### src/design/assert_macros.svh
// Assertion helpers for the RTL, included by wtlds_step.
// All checks run on the rising edge of clk and are off while rst is high.
`ifndef ASSERT_MACROS_SVH
`define ASSERT_MACROS_SVH

// The condition must hold on every clock edge.
`define ASSERT_ALWAYS(label, cond, msg) \
  label: assert property (@(posedge clk) disable iff (rst) (cond)) else $error(msg);

// The consequent must hold on the clock edge after the antecedent.
`define ASSERT_NEXT(label, ante, cons, msg) \
  label: assert property (@(posedge clk) disable iff (rst) (ante) |=> (cons)) else $error(msg);

`endif

### src/design/wtlds_pkg.sv
// ----------------------------------------------------------------------------
// wtlds_pkg
// Types and constants for the wireless transmitter load-detect sequencer.
// ----------------------------------------------------------------------------
package wtlds_pkg;

  // Phase lengths in ticks
  localparam int LOADED_TICKS = 200;
  localparam int OFF_TICKS    = 100;

  // Phase step counter layout
  localparam int STEP_W = 9;
  localparam logic [STEP_W-1:0] STEP_IDLE         = STEP_W'(0);
  localparam logic [STEP_W-1:0] STEP_SETTLE_LAST  = STEP_W'(3);
  localparam logic [STEP_W-1:0] STEP_PROBE        = STEP_W'(4);
  localparam logic [STEP_W-1:0] STEP_LOADED_FIRST = STEP_W'(10);
  localparam logic [STEP_W-1:0] STEP_OFF_FIRST    = STEP_W'(10 + LOADED_TICKS);
  localparam logic [STEP_W-1:0] STEP_OFF_END      = STEP_W'(10 + LOADED_TICKS + OFF_TICKS);

  // floor(x*11/10) for 12-bit x as (x * MUL_11_10) >> SHIFT_11_10
  localparam logic [19:0] MUL_11_10   = 20'd576719;
  localparam int          SHIFT_11_10 = 19;

  // Configuration port
  localparam int CFG_IDX_W  = 3;
  localparam int CFG_DATA_W = 16;

  typedef enum logic [CFG_IDX_W-1:0] {
    REG_TX_MODE       = 3'd0,
    REG_NO_LOAD_THR   = 3'd1,
    REG_CAL_START_THR = 3'd2,
    REG_CAL_DURATION  = 3'd3,
    REG_TEMP_ON       = 3'd4,
    REG_TEMP_OFF      = 3'd5
  } reg_idx_t;

  typedef enum logic [1:0] {
    MODE_OFF     = 2'd0,
    MODE_AUTO    = 2'd1,
    MODE_CONT    = 2'd2,
    MODE_CONT_LP = 2'd3
  } tx_mode_t;

  // Reset values of the registers
  localparam logic [11:0]        RST_NO_LOAD_THR   = 12'd931;
  localparam logic [11:0]        RST_CAL_START_THR = 12'd186;
  localparam logic [15:0]        RST_CAL_DURATION  = 16'd1800;
  localparam logic signed [7:0]  RST_TEMP_ON       = 8'sd62;
  localparam logic signed [7:0]  RST_TEMP_OFF      = 8'sd58;

  // Register file contents seen by the step logic
  typedef struct packed {
    tx_mode_t           tx_mode;
    logic [11:0]        cal_start_threshold;
    logic [15:0]        cal_duration_ticks;
    logic signed [7:0]  temp_on_limit;
    logic signed [7:0]  temp_off_limit;
    logic               thr_load;
    logic [11:0]        thr_value;
  } cfg_t;

  // One tick in
  typedef struct packed {
    logic [11:0]       avg_current;
    logic signed [7:0] die_temp;
    logic              start_calibration;
  } item_t;

  // One result out
  typedef struct packed {
    logic        tx_enable;
    logic [11:0] threshold_now;
    logic        thermal_blocked;
    logic        calibrating;
    logic        save_request;
  } result_t;

endpackage

### src/design/wtlds_cfg_regs.sv
// ----------------------------------------------------------------------------
// wtlds_cfg_regs
// Configuration register file, written over its own valid/ready channel.
// ----------------------------------------------------------------------------
module wtlds_cfg_regs import wtlds_pkg::*; (
  input  logic                  clk,
  input  logic                  rst,
  input  logic                  cfg_valid,
  input  logic [CFG_IDX_W-1:0]  cfg_index,
  input  logic [CFG_DATA_W-1:0] cfg_data,
  output cfg_t                  cfg
);

  tx_mode_t          tx_mode;
  logic [11:0]       cal_start_threshold;
  logic [15:0]       cal_duration_ticks;
  logic signed [7:0] temp_on_limit;
  logic signed [7:0] temp_off_limit;
  logic              thr_load;
  logic [11:0]       thr_value;

  // Register writes; indexes past the list are dropped
  always_ff @(posedge clk) begin
    if (rst) begin
      tx_mode             <= MODE_AUTO;
      cal_start_threshold <= RST_CAL_START_THR;
      cal_duration_ticks  <= RST_CAL_DURATION;
      temp_on_limit       <= RST_TEMP_ON;
      temp_off_limit      <= RST_TEMP_OFF;
    end else begin
      if (cfg_valid) begin
        unique case (reg_idx_t'(cfg_index))
          REG_TX_MODE:       tx_mode <= tx_mode_t'(cfg_data[1:0]);
          REG_CAL_START_THR: cal_start_threshold <= cfg_data[11:0];
          REG_CAL_DURATION:  cal_duration_ticks <= cfg_data;
          REG_TEMP_ON:       temp_on_limit <= $signed(cfg_data[7:0]);
          REG_TEMP_OFF:      temp_off_limit <= $signed(cfg_data[7:0]);
          default: ;
        endcase
      end
    end
  end

  // Threshold write goes straight into the working threshold at the same edge
  assign thr_load  = cfg_valid && (cfg_index == REG_NO_LOAD_THR);
  assign thr_value = cfg_data[11:0];

  assign cfg = '{tx_mode:             tx_mode,
                 cal_start_threshold: cal_start_threshold,
                 cal_duration_ticks:  cal_duration_ticks,
                 temp_on_limit:       temp_on_limit,
                 temp_off_limit:      temp_off_limit,
                 thr_load:            thr_load,
                 thr_value:           thr_value};

endmodule

### src/design/wtlds_step.sv
// ----------------------------------------------------------------------------
// wtlds_step
// Sequencer state and the per-tick update: phase step, calibration, thermal.
// ----------------------------------------------------------------------------
`include "assert_macros.svh"

module wtlds_step import wtlds_pkg::*; (
  input  logic    clk,
  input  logic    rst,
  input  cfg_t    cfg,
  input  logic    advance,
  input  item_t   item,
  output result_t result
);

  logic [STEP_W-1:0] phase_step, phase_step_next;
  logic              tx_on, tx_on_next;
  logic [11:0]       working_threshold, working_threshold_next;
  logic              cal_active, cal_active_next;
  logic [15:0]       cal_ticks_left, cal_ticks_left_next;
  logic              thermal_latch, thermal_latch_next;
  logic              save_next;

  // floor(current*11/10), one constant multiply
  logic [31:0] lower_prod;
  logic [12:0] lower_val;
  logic        lower_hit;
  logic        below_thr;
  logic [11:0] thr_start;
  logic        cal_start;
  logic [15:0] ticks_start;

  assign lower_prod = 32'(item.avg_current) * 32'(MUL_11_10);
  assign lower_val  = lower_prod[SHIFT_11_10 +: 13];

  // Calibration start is applied before the step
  assign thr_start   = item.start_calibration ? cfg.cal_start_threshold : working_threshold;
  assign cal_start   = item.start_calibration | cal_active;
  assign ticks_start = item.start_calibration ? cfg.cal_duration_ticks : cal_ticks_left;
  assign below_thr   = item.avg_current < thr_start;
  assign lower_hit   = lower_val < {1'b0, thr_start};

  // Next state for one tick
  always_comb begin
    phase_step_next        = phase_step;
    tx_on_next             = tx_on;
    working_threshold_next = thr_start;
    cal_active_next        = cal_start;
    cal_ticks_left_next    = ticks_start;
    thermal_latch_next     = thermal_latch;
    save_next              = 1'b0;

    // phase step
    if (cfg.tx_mode == MODE_OFF) begin
      tx_on_next      = 1'b0;
      phase_step_next = STEP_IDLE;
    end else if (phase_step == STEP_IDLE) begin
      tx_on_next      = ~thermal_latch;
      phase_step_next = STEP_W'(1);
    end else if (phase_step <= STEP_SETTLE_LAST) begin
      phase_step_next = phase_step + STEP_W'(1);
    end else if (phase_step == STEP_PROBE) begin
      if (cfg.tx_mode == MODE_AUTO) begin
        phase_step_next = below_thr ? STEP_OFF_FIRST : STEP_LOADED_FIRST;
      end else begin
        phase_step_next = STEP_SETTLE_LAST;
      end
    end else if (phase_step >= STEP_OFF_FIRST && phase_step < STEP_OFF_END) begin
      phase_step_next = phase_step + STEP_W'(1);
      if (tx_on && cal_start && lower_hit) begin
        working_threshold_next = lower_val[11:0];
      end
      tx_on_next = 1'b0;
    end else if (phase_step >= STEP_LOADED_FIRST && phase_step < STEP_OFF_FIRST) begin
      phase_step_next = phase_step + STEP_W'(1);
      if (below_thr) begin
        if (cal_start && lower_hit) begin
          working_threshold_next = lower_val[11:0];
        end
        phase_step_next = STEP_PROBE;
      end
    end else begin
      phase_step_next = STEP_IDLE;
    end

    // calibration countdown
    if (cal_start) begin
      if (ticks_start != 16'd0) begin
        cal_ticks_left_next = ticks_start - 16'd1;
      end
      if (ticks_start <= 16'd1) begin
        cal_active_next = 1'b0;
        save_next       = 1'b1;
      end
    end

    // thermal latch with hysteresis; set test first
    if ($signed(item.die_temp) > $signed(cfg.temp_on_limit)) begin
      tx_on_next         = 1'b0;
      thermal_latch_next = 1'b1;
    end
    if ($signed(item.die_temp) < $signed(cfg.temp_off_limit)) begin
      thermal_latch_next = 1'b0;
    end
  end

  assign result = '{tx_enable:       tx_on_next,
                    threshold_now:   working_threshold_next,
                    thermal_blocked: thermal_latch_next,
                    calibrating:     cal_active_next,
                    save_request:    save_next};

  // State registers, stepped once per transfer out of the input stage
  always_ff @(posedge clk) begin
    if (rst) begin
      phase_step        <= STEP_IDLE;
      tx_on             <= 1'b0;
      working_threshold <= RST_NO_LOAD_THR;
      cal_active        <= 1'b0;
      cal_ticks_left    <= 16'd0;
      thermal_latch     <= 1'b0;
    end else if (cfg.thr_load) begin
      working_threshold <= cfg.thr_value;
    end else if (advance) begin
      phase_step        <= phase_step_next;
      tx_on             <= tx_on_next;
      working_threshold <= working_threshold_next;
      cal_active        <= cal_active_next;
      cal_ticks_left    <= cal_ticks_left_next;
      thermal_latch     <= thermal_latch_next;
    end
  end

  `ASSERT_ALWAYS(a_step_range, phase_step <= STEP_OFF_END, "phase step out of range")
  `ASSERT_ALWAYS(a_thermal_off, !(thermal_latch && tx_on), "enable high while thermal latch set")
  `ASSERT_NEXT(a_save_ends_cal, advance && save_next, !cal_active, "save without end of calibration")

endmodule

### src/design/wireless_tx_load_detect_sequencer_unit.sv
// ----------------------------------------------------------------------------
// wireless_tx_load_detect_sequencer_unit
// Load-detect sequencer for a wireless power transmitter, one step per tick.
// ----------------------------------------------------------------------------
// Usage:
//   Input channel (in_valid/in_ready) carries one 100 ms tick: averaged
//   current, die temperature and a calibration start flag. Output channel
//   (out_valid/out_ready) returns one result per tick: enable, working
//   threshold, thermal block, calibration flag and a one-tick save request.
//   Config channel (cfg_valid/cfg_ready, cfg_index, cfg_data) writes the
//   registers; cfg_ready is always high. Write only while the block is idle.
// Timing:
//   A tick lands in the input register, is stepped through the state logic
//   and its result is registered. One tick per cycle sustained while the
//   output is not stalled; the state registers update once per tick.
// Reset:
//   rst clears the sequencer to step 0 with the transmitter off and loads
//   the register defaults. No pending transfers survive reset.
// Stall:
//   A held output result stalls the input register, and in_ready drops once
//   it is full; nothing is lost or repeated.
// ----------------------------------------------------------------------------
module wireless_tx_load_detect_sequencer_unit import wtlds_pkg::*; (
  input  logic                  clk,
  input  logic                  rst,
  // configuration
  input  logic                  cfg_valid,
  output logic                  cfg_ready,
  input  logic [CFG_IDX_W-1:0]  cfg_index,
  input  logic [CFG_DATA_W-1:0] cfg_data,
  // tick input
  input  logic                  in_valid,
  output logic                  in_ready,
  input  logic [11:0]           avg_current,
  input  logic signed [7:0]     die_temp,
  input  logic                  start_calibration,
  // result output
  output logic                  out_valid,
  input  logic                  out_ready,
  output logic                  tx_enable,
  output logic [11:0]           threshold_now,
  output logic                  thermal_blocked,
  output logic                  calibrating,
  output logic                  save_request
);

  cfg_t    cfg;
  item_t   in_q;
  logic    in_q_valid;
  logic    advance;
  result_t step_res;
  result_t out_q;

  assign cfg_ready = 1'b1;

  wtlds_cfg_regs u_cfg (
    .clk       (clk),
    .rst       (rst),
    .cfg_valid (cfg_valid),
    .cfg_index (cfg_index),
    .cfg_data  (cfg_data),
    .cfg       (cfg)
  );

  // Input stage moves on when the result register is free or draining
  assign advance  = in_q_valid && (!out_valid || out_ready);
  assign in_ready = !in_q_valid || advance;

  always_ff @(posedge clk) begin
    if (rst) begin
      in_q_valid <= 1'b0;
    end else if (in_valid && in_ready) begin
      in_q_valid <= 1'b1;
    end else if (advance) begin
      in_q_valid <= 1'b0;
    end
  end

  always_ff @(posedge clk) begin
    if (in_valid && in_ready) begin
      in_q <= '{avg_current: avg_current, die_temp: die_temp,
                start_calibration: start_calibration};
    end
  end

  wtlds_step u_step (
    .clk     (clk),
    .rst     (rst),
    .cfg     (cfg),
    .advance (advance),
    .item    (in_q),
    .result  (step_res)
  );

  // Result register
  always_ff @(posedge clk) begin
    if (rst) begin
      out_valid <= 1'b0;
    end else if (advance) begin
      out_valid <= 1'b1;
    end else if (out_ready) begin
      out_valid <= 1'b0;
    end
  end

  always_ff @(posedge clk) begin
    if (advance) begin
      out_q <= step_res;
    end
  end

  assign tx_enable       = out_q.tx_enable;
  assign threshold_now   = out_q.threshold_now;
  assign thermal_blocked = out_q.thermal_blocked;
  assign calibrating     = out_q.calibrating;
  assign save_request    = out_q.save_request;

endmodule

### config.mk
export PLATFORM = sky130hd
export DESIGN_NAME = wireless_tx_load_detect_sequencer_unit
export DESIGN_NICKNAME = d
export VERILOG_FILES = /design/src/design/wtlds_pkg.sv /design/src/design/wtlds_cfg_regs.sv /design/src/design/wtlds_step.sv /design/src/design/wireless_tx_load_detect_sequencer_unit.sv
export VERILOG_INCLUDE_DIRS = /design/src /design/src/design
export SDC_FILE = /design/constraint.sdc
export NUM_CORES = 1
export LEC_CHECK = 0
export BUFFER_PORTS_ARGS = -buffer_cell sky130_fd_sc_hd__buf_2
export CORE_MARGIN = 10
export CORE_UTILIZATION = 25
export CTS_CLUSTER_SIZE = 40
export DETAILED_ROUTE_END_ITERATION = 7
export GPL_TIMING_DRIVEN = 0
export PLACE_DENSITY = 0.4
export SLEW_MARGIN = 20
export SYNTH_ARGS = -nofsm -noshare
export SYNTH_HDL_FRONTEND = slang
export SYNTH_HIERARCHICAL = 1
export SYNTH_SLANG_ARGS = --single-unit
### constraint.sdc
create_clock -name clk -period 6.9 [get_ports clk]
set_input_delay 0 -clock clk [delete_from_list [all_inputs] [get_ports clk]]
set_output_delay 0 -clock clk [all_outputs]
set_load 0.01 [all_outputs]
# After elaboration in Yosys (flattened, before gate mapping)
# Index checks and enable logic that the tools add are counted.
[totals]
ff_bits = 125
in_bits = 45
output_inout_bits = 19
word_cells = 108
[op_classes]
n_addsub = 2
multipliers = 1
order_cmp = 10
n_eq_ne = 7
mux = 39
bitwise_logic = 3
n_reduce_logical = 25
[op_table]
columns = ["op", "n"]
rows = [
  ["two-way mux 12 bit", 12],
  ["two-way mux 9 bit", 8],
  ["two-way mux 16 bit", 3],
  ["multiplier 12 x 20 -> 32 bit (second input constant)", 1],
  ["<= comparator 16 x 1 -> 1 bit (second input constant)", 1],
  ["nonzero test 16 bit", 1],
  ["subtractor 16 x 1 -> 16 bit (second input constant)", 1],
  ["two-way mux 1 bit", 15],
  ["< comparator 13 x 12 -> 1 bit", 1],
  ["< comparator 12 bit", 1],
  ["AND reduction 2 bit", 6],
  ["adder 9 x 1 -> 9 bit (second input constant)", 1],
  ["equality test 9 x 3 -> 1 bit (second input constant)", 1],
  [">= comparator 9 x 4 -> 1 bit (second input constant)", 1],
  [">= comparator 9 x 8 -> 1 bit (second input constant)", 1],
  ["<= comparator 9 x 2 -> 1 bit (second input constant)", 1],
  ["zero test 9 bit", 1],
  ["< comparator 9 x 8 -> 1 bit (second input constant)", 1],
  ["< comparator 9 bit (second input constant)", 1],
  ["greater-than comparator 8 bit", 1],
  ["logical AND 1 bit", 8],
  ["< comparator 8 bit", 1],
  ["two-way mux 8 bit", 1],
  ["equality test 3 x 2 -> 1 bit (second input constant)", 2],
  ["other kinds (10)", 16],
]

# Longest topological paths before layout
[depth]
depth_word = 13
mapped_depth = 31
ltp_nobuf = 30

# Modules after synthesis
# The synthesis kept the hierarchy.
[modules_own_cells]
columns = ["mod", "instances", "cells_each", "area_per_inst_um2", "seq_area_each_um2"]
rows = [
  ["wtlds_step", 1, 903, 7428.4, 800.8],
  ["wtlds_cfg_regs", 1, 199, 2019.4, 920.9],
  ["wireless_tx_load_detect_sequencer_unit", 1, 49, 1226.2, 1151.1],
]

# Worst setup path after synthesis
# OpenSTA, ideal clock, no wires.
[synth_path]
path_kind = "flip-flop to flip-flop"
from = "register in_q[18] (netlist name)"
to = "register u_step.working_threshold[11]"
setup_ns = 0.129
arrival_ns = 6.832
path_slack_ns = -0.061
path_stages_with_launch = 26
n_path_buf = 0
synth_period_minus_slack_ns = 6.961
path_cell_list = "edfxtp_1 -> fa_1 -> inv_1 -> fa_1 -> fa_1 -> fa_1 -> fa_1 -> inv_1 -> ha_1 -> a21oi_1 -> o21ai_1 -> o2111a_1 -> a2111oi_4 -> a211oi_1 -> o21ai_0 -> xnor2_1 -> ha_1 -> a21o_1 -> a2111oi_4 -> nand3_1 -> a211o_1 -> a21oi_2 -> o211ai_4 -> and3_1 -> a211o_1 -> o2bb2ai_1"
[synth_via]
elab_chain_cells = 13
elab_cells_between_ends = 16
classes_between = "mul: 1; order compare: 2; mux: 11; reduce/logical: 2"
[synth_rtl]
columns = ["element", "line", "text"]
rows = [
  ["start: declaration", "wireless_tx_load_detect_sequencer_unit.sv:48", "item_t in_q;"],
  ["start signal: assignment", "wireless_tx_load_detect_sequencer_unit.sv:81", "in_q <= '{avg_current: avg_current, die_temp: die_temp,"],
  ["multiplier 12 x 20 -> 32 bit", "wtlds_step.sv:33", "assign lower_prod = 32'(item.avg_current) * 32'(MUL_11_10);"],
  ["< comparator 13 x 12 -> 1 bit", "wtlds_step.sv:41", "assign lower_hit = lower_val < {1'b0, thr_start};"],
  ["logical AND 1 bit", "wtlds_step.sv:77", "if (cal_start && lower_hit) begin"],
  ["two-way mux 12 bit", "wtlds_step.sv:77", ""],
  ["two-way mux 12 bit", "wtlds_step.sv:76", "if (below_thr) begin"],
  ["two-way mux 12 bit", "wtlds_step.sv:74", "end else if (phase_step >= STEP_LOADED_FIRST && phase_step < STEP_OFF_FIRST) begin"],
  ["two-way mux 12 bit *", "wtlds_step.sv:68", "end else if (phase_step >= STEP_OFF_FIRST && phase_step < STEP_OFF_END) begin"],
  ["two-way mux 12 bit *", "wtlds_step.sv:62", "end else if (phase_step == STEP_PROBE) begin"],
  ["two-way mux 12 bit *", "wtlds_step.sv:60", "end else if (phase_step <= STEP_SETTLE_LAST) begin"],
  ["two-way mux 12 bit *", "wtlds_step.sv:57", "end else if (phase_step == STEP_IDLE) begin"],
  ["two-way mux 12 bit *", "wtlds_step.sv:54", "if (cfg.tx_mode == MODE_OFF) begin"],
  ["two-way mux 12 bit *", "wtlds_step.sv:124", "end else if (advance) begin"],
  ["two-way mux 12 bit *", "wtlds_step.sv:122", "end else if (cfg.thr_load) begin"],
  ["end signal: assignment", "wtlds_step.sv:123", "working_threshold <= cfg.thr_value;"],
  ["end signal: assignment", "wtlds_step.sv:127", "working_threshold <= working_threshold_next;"],
  ["end: declaration", "wtlds_step.sv:18", "logic [11:0] working_threshold, working_threshold_next;"],
]
# Every way passes the cells marked *; elsewhere a longest branch is shown, timed or not. The select of a mux whose other input is x is not followed.
# A chain may end at the register's enable or synchronous reset.

# Worst setup path in the final report
[layout_path]
from = "register in_q[19] (netlist name)"
to = "register u_step.working_threshold[5]"
# Same word-level chain as after synthesis.

==> summary.txt <==
Setup path
  • Startpoint Class: flop
  • Critical path class: reg2reg
  • Slowest stage delay, CP: 0.61 ns
  • Critical path's slowest cell: fa_2
  • Worst flop-to-flop path startpoint: in_q[19]$_DFFE_PP_
  • Arr. time, crit path: 7.41 ns
  • WP data required: 7.26 ns
  • Cell family with most CP delay: adder cells
  • Crit end category: flop
  • Reg2reg setup slack: -0.14 ns
  • Worst R2R End: u_step/working_threshold[5]$_SDFFE_PP1P_
  • R2R depth: 29
  • Critical path fanouts, max: 6
  • Buf+Inv Stages, Crit Path: 6

Flow run
  • Max_cap viols: 0

Worst hold path
  • Worst Min Path Start: cfg_index[0]
  • Worst hold stages: 3
  • Min-Delay Endpoint: u_cfg/tx_mode[1]$_SDFFE_PP0P_
  • Tightest Hold Check Type: in2reg

Placement
  • Number of placed instances, taps included: 1752
  • Post-Place Cell Area: 11660 sq um
  • I/O Buffers: 62
  • GPL Wtd Cong: 0.8251
  • Hpwl dp: 25.56 mm

Floorplan
  • Initial Util: 25.39%
  • Num rows: 75
  • Chip height: 226.6 um
  • Die area: 51360 sq um
  • Width of the chip: 226.6 um
  • I/O Pins: 64
  • Core area: 42040 sq um

STA
  • F_max: 0.1420 GHz
  • Count of pins over their slew limit: 0
  • Final setup viols: 22
  • RSZ-0062 raised after global routing: yes
  • Fin crit share: 102.1%
  • Final hold violation count: 0
  • Minimum clock period: 7.042 ns
  • Slew @ Worst Pin: 0.9956 ns
  • Slew headroom: 33.06%
  • Final worst slack: -0.1420 ns
  • Fin Clk Skew: 0.01802 ns

Global route
  • Vias in the first global route: 8847
  • Initial antenna violation count: 0
  • Grt ovf: 0
  • First-pass GRT wire length: 51.80 mm
  • Largest net degree at the start of global routing: 22
  • Gr usage total: 13.31%

Logic synthesis
  • Post-synth EDFFs: 37
  • Largest area contributor in the netlist: dfxtp_1
  • Avg Synthesized Cell Area: 9.274 sq um
  • YS warnings: 6
  • Post-synthesis register bit count: 125
  • Syn Inst Count: 1151
  • Asr flop ratio synth: 0%
  • Top cells by area, synth: dfxtp_1 17%, ha_1 15%, fa_1 12%
  • Sequential share of the synthesized area: 26.91%
  • Most frequent cell after synthesis: inv_1
  • Yosys cell types: 86
  • Synth top area share: 16.50%
  • Mapped Nets: 1384
  • Post-Syn Area: 10670 sq um
  • Synth top cells by count: 146 x inv_1, 126 x ha_1, 90 x nor2_1, 88 x dfxtp_1, 73 x mux2i_1
  • Most used DFF post-synth: dfxtp_1

Drt
  • Residual DRC: 0
  • DR pass1 iterations: 6
  • Routed wire length: 33.09 mm
  • Initial detailed-routing violation count: 490
  • Routed wire per std cell: 17.76 um
  • Via-to-Cell Ratio: 4.596
  • Vias: 8562
  • Post-DRT Antenna Nets: 0

Clock tree
  • CTS tree: done
  • H-Tree Depth: 4
  • Clock Sink Count: 125
  • Clk slew on worst S/H paths: 0.06 ns
  • Root Buffer: clkbuf_16
  • Total CTS buffers: 17
  • Skew-Pair Late Insertion Delay: 0.45 ns
  • CTS Buffer Depth: 2

Outcome
  • Status: finished with violations
  • Violated checks: negative setup slack

Layout
  • Area growth, synth to finish: 26.32%
  • Nets: 1544
  • Share of cells above drive strength 1: 20.02%
  • Design Area, Final: 13480 sq um
  • Ant diodes: 0
  • Non-Filler Instances: 1863

Power and ir drop
  • Pwr Density: 318.7 nW/um^2
  • P_leak: 5.922 nW
  • Worst IR Drop VDD: 0.1734 mV
-- repair_timing --
action	CTS	global route
endpoints found under the setup margin	24	24
setup buffers	30	7
pin swaps	42	13
gates resized for setup	59	42
hold buffers	42	0
hold endpoints to repair	67	0
cloned	1	0
-- logic make-up after synthesis --
group                    share of synthesized area, %
AND/OR/NAND/NOR                                 15.43
flip-flops                                      26.91
buffers and inverters                           8.358
AO/OA/AOI/OAI                                   14.08
multiplexers                                    7.315
adder cells (fa/ha/maj)                         26.40
other                                         0.03513
XOR/XNOR                                        1.477
-- worst max-delay path by stage --
| stage | startpoint | to | cells after the start |
|---|---|---|---|
| final | in_q[19]$_DFFE_PP_ | u_step/working_threshold[5]$_SDFFE_PP1P_ | 29 |
| after global routing | in_q[19]$_DFFE_PP_ | u_step/working_threshold[5]$_SDFFE_PP1P_ | 27 |
| after CTS | in_q[19]$_DFFE_PP_ | u_step/working_threshold[5]$_SDFFE_PP1P_ | 29 |
| after detailed placement | in_q[18]$_DFFE_PP_ | u_step/working_threshold[6]$_SDFFE_PP0P_ | 24 |
| after global placement | in_q[18]$_DFFE_PP_ | u_step/working_threshold[6]$_SDFFE_PP0P_ | 24 |
| after floorplan | in_q[18]$_DFFE_PP_ | u_step/working_threshold[11]$_SDFFE_PP0P_ | 25 |
-- per-stage QoR --
stage / setup TNS, ns / worst slack, ns / power [W] / utilization (%) / hold slack [ns]
2_1_floorplan: 0 / 0.06577 / 0.002352 / - / 0.06244
3_3_place_gp: -22.61 / -1.142 / 0.002894 / 27.73 / 0.1783
3_5_place_dp: -20.17 / -1.047 / 0.002891 / 27.73 / 0.1782
4_1_cts: -4.286 / -0.2375 / 0.004192 / 31.49 / 0.0008756
5_1_grt: -8.257 / -0.4141 / 0.004671 / 32.07 / 0.03320
6_report: -1.763 / -0.1420 / 0.004297 / 32.07 / 0.03001
-- registers in the layout, summed over array words and instances, names as in the netlist, 8 cells and up --
register	flops
u_cfg/cal_start_threshold	12
u_step/working_threshold	12
u_step/cal_ticks_left	16
threshold_now	12
in_q	21
u_cfg/temp_off_limit	8
u_cfg/cal_duration_ticks	16
u_cfg/temp_on_limit	8
u_step/phase_step	9
-- tightest hold or removal path: stages --
cell	delay, ns
buf_2	0.16
nor4b_1	0.13
mux2i_1	0.13
-- report_power, final --
part | leakage (nW) | internal [W] | switching, W
Combinational | 4.57 | 0.00109 | 0.00146
Clock | 0.279 | 0.000538 | 0.000395
Sequential | 1.07 | 0.000789 | 0.0000248
-- layout make-up --
cell class                      count  area, sq um
Multi-Input combinational cell    822         7392
Clock inverter                     14        160.2
Timing Repair Buffer              141         1032
Buffer                             58        374.1
Fill cell                        4425        28560
Clock buffer                       18        429.2
Inverter                          146        548.0
Tap cell                          539        674.4
Sequential cell                   125         2873
-- layer usage --
layer	vias up	track usage [%]	routed length, um
met3	23	2.416	1036
met4	0	2.921	351
met2	136	21.81	15630
met5	-	0	0
li1	4289	-	-
met1	4114	17.82	16080
-- cells in the final DEF (no fill, tap or decap), types with 18 or more instances in the layout --
cell type      netlist  final
nand2_1             64     60
clkbuf_1            22     22
buf_4               18     51
buf_2                8     70
nor2_1              90     86
fa_1                62     58
inv_1              146    141
edfxtp_1            37     37
clkbuf_16            0     18
dlygate4sd3_1        0     42
a21oi_1             71     60
dfxtp_1             88     88
mux2i_1             73     69
o21ai_0             44     42
nand2b_1            53     53
ha_1               126    114
(Power assumes the default switching activity.)
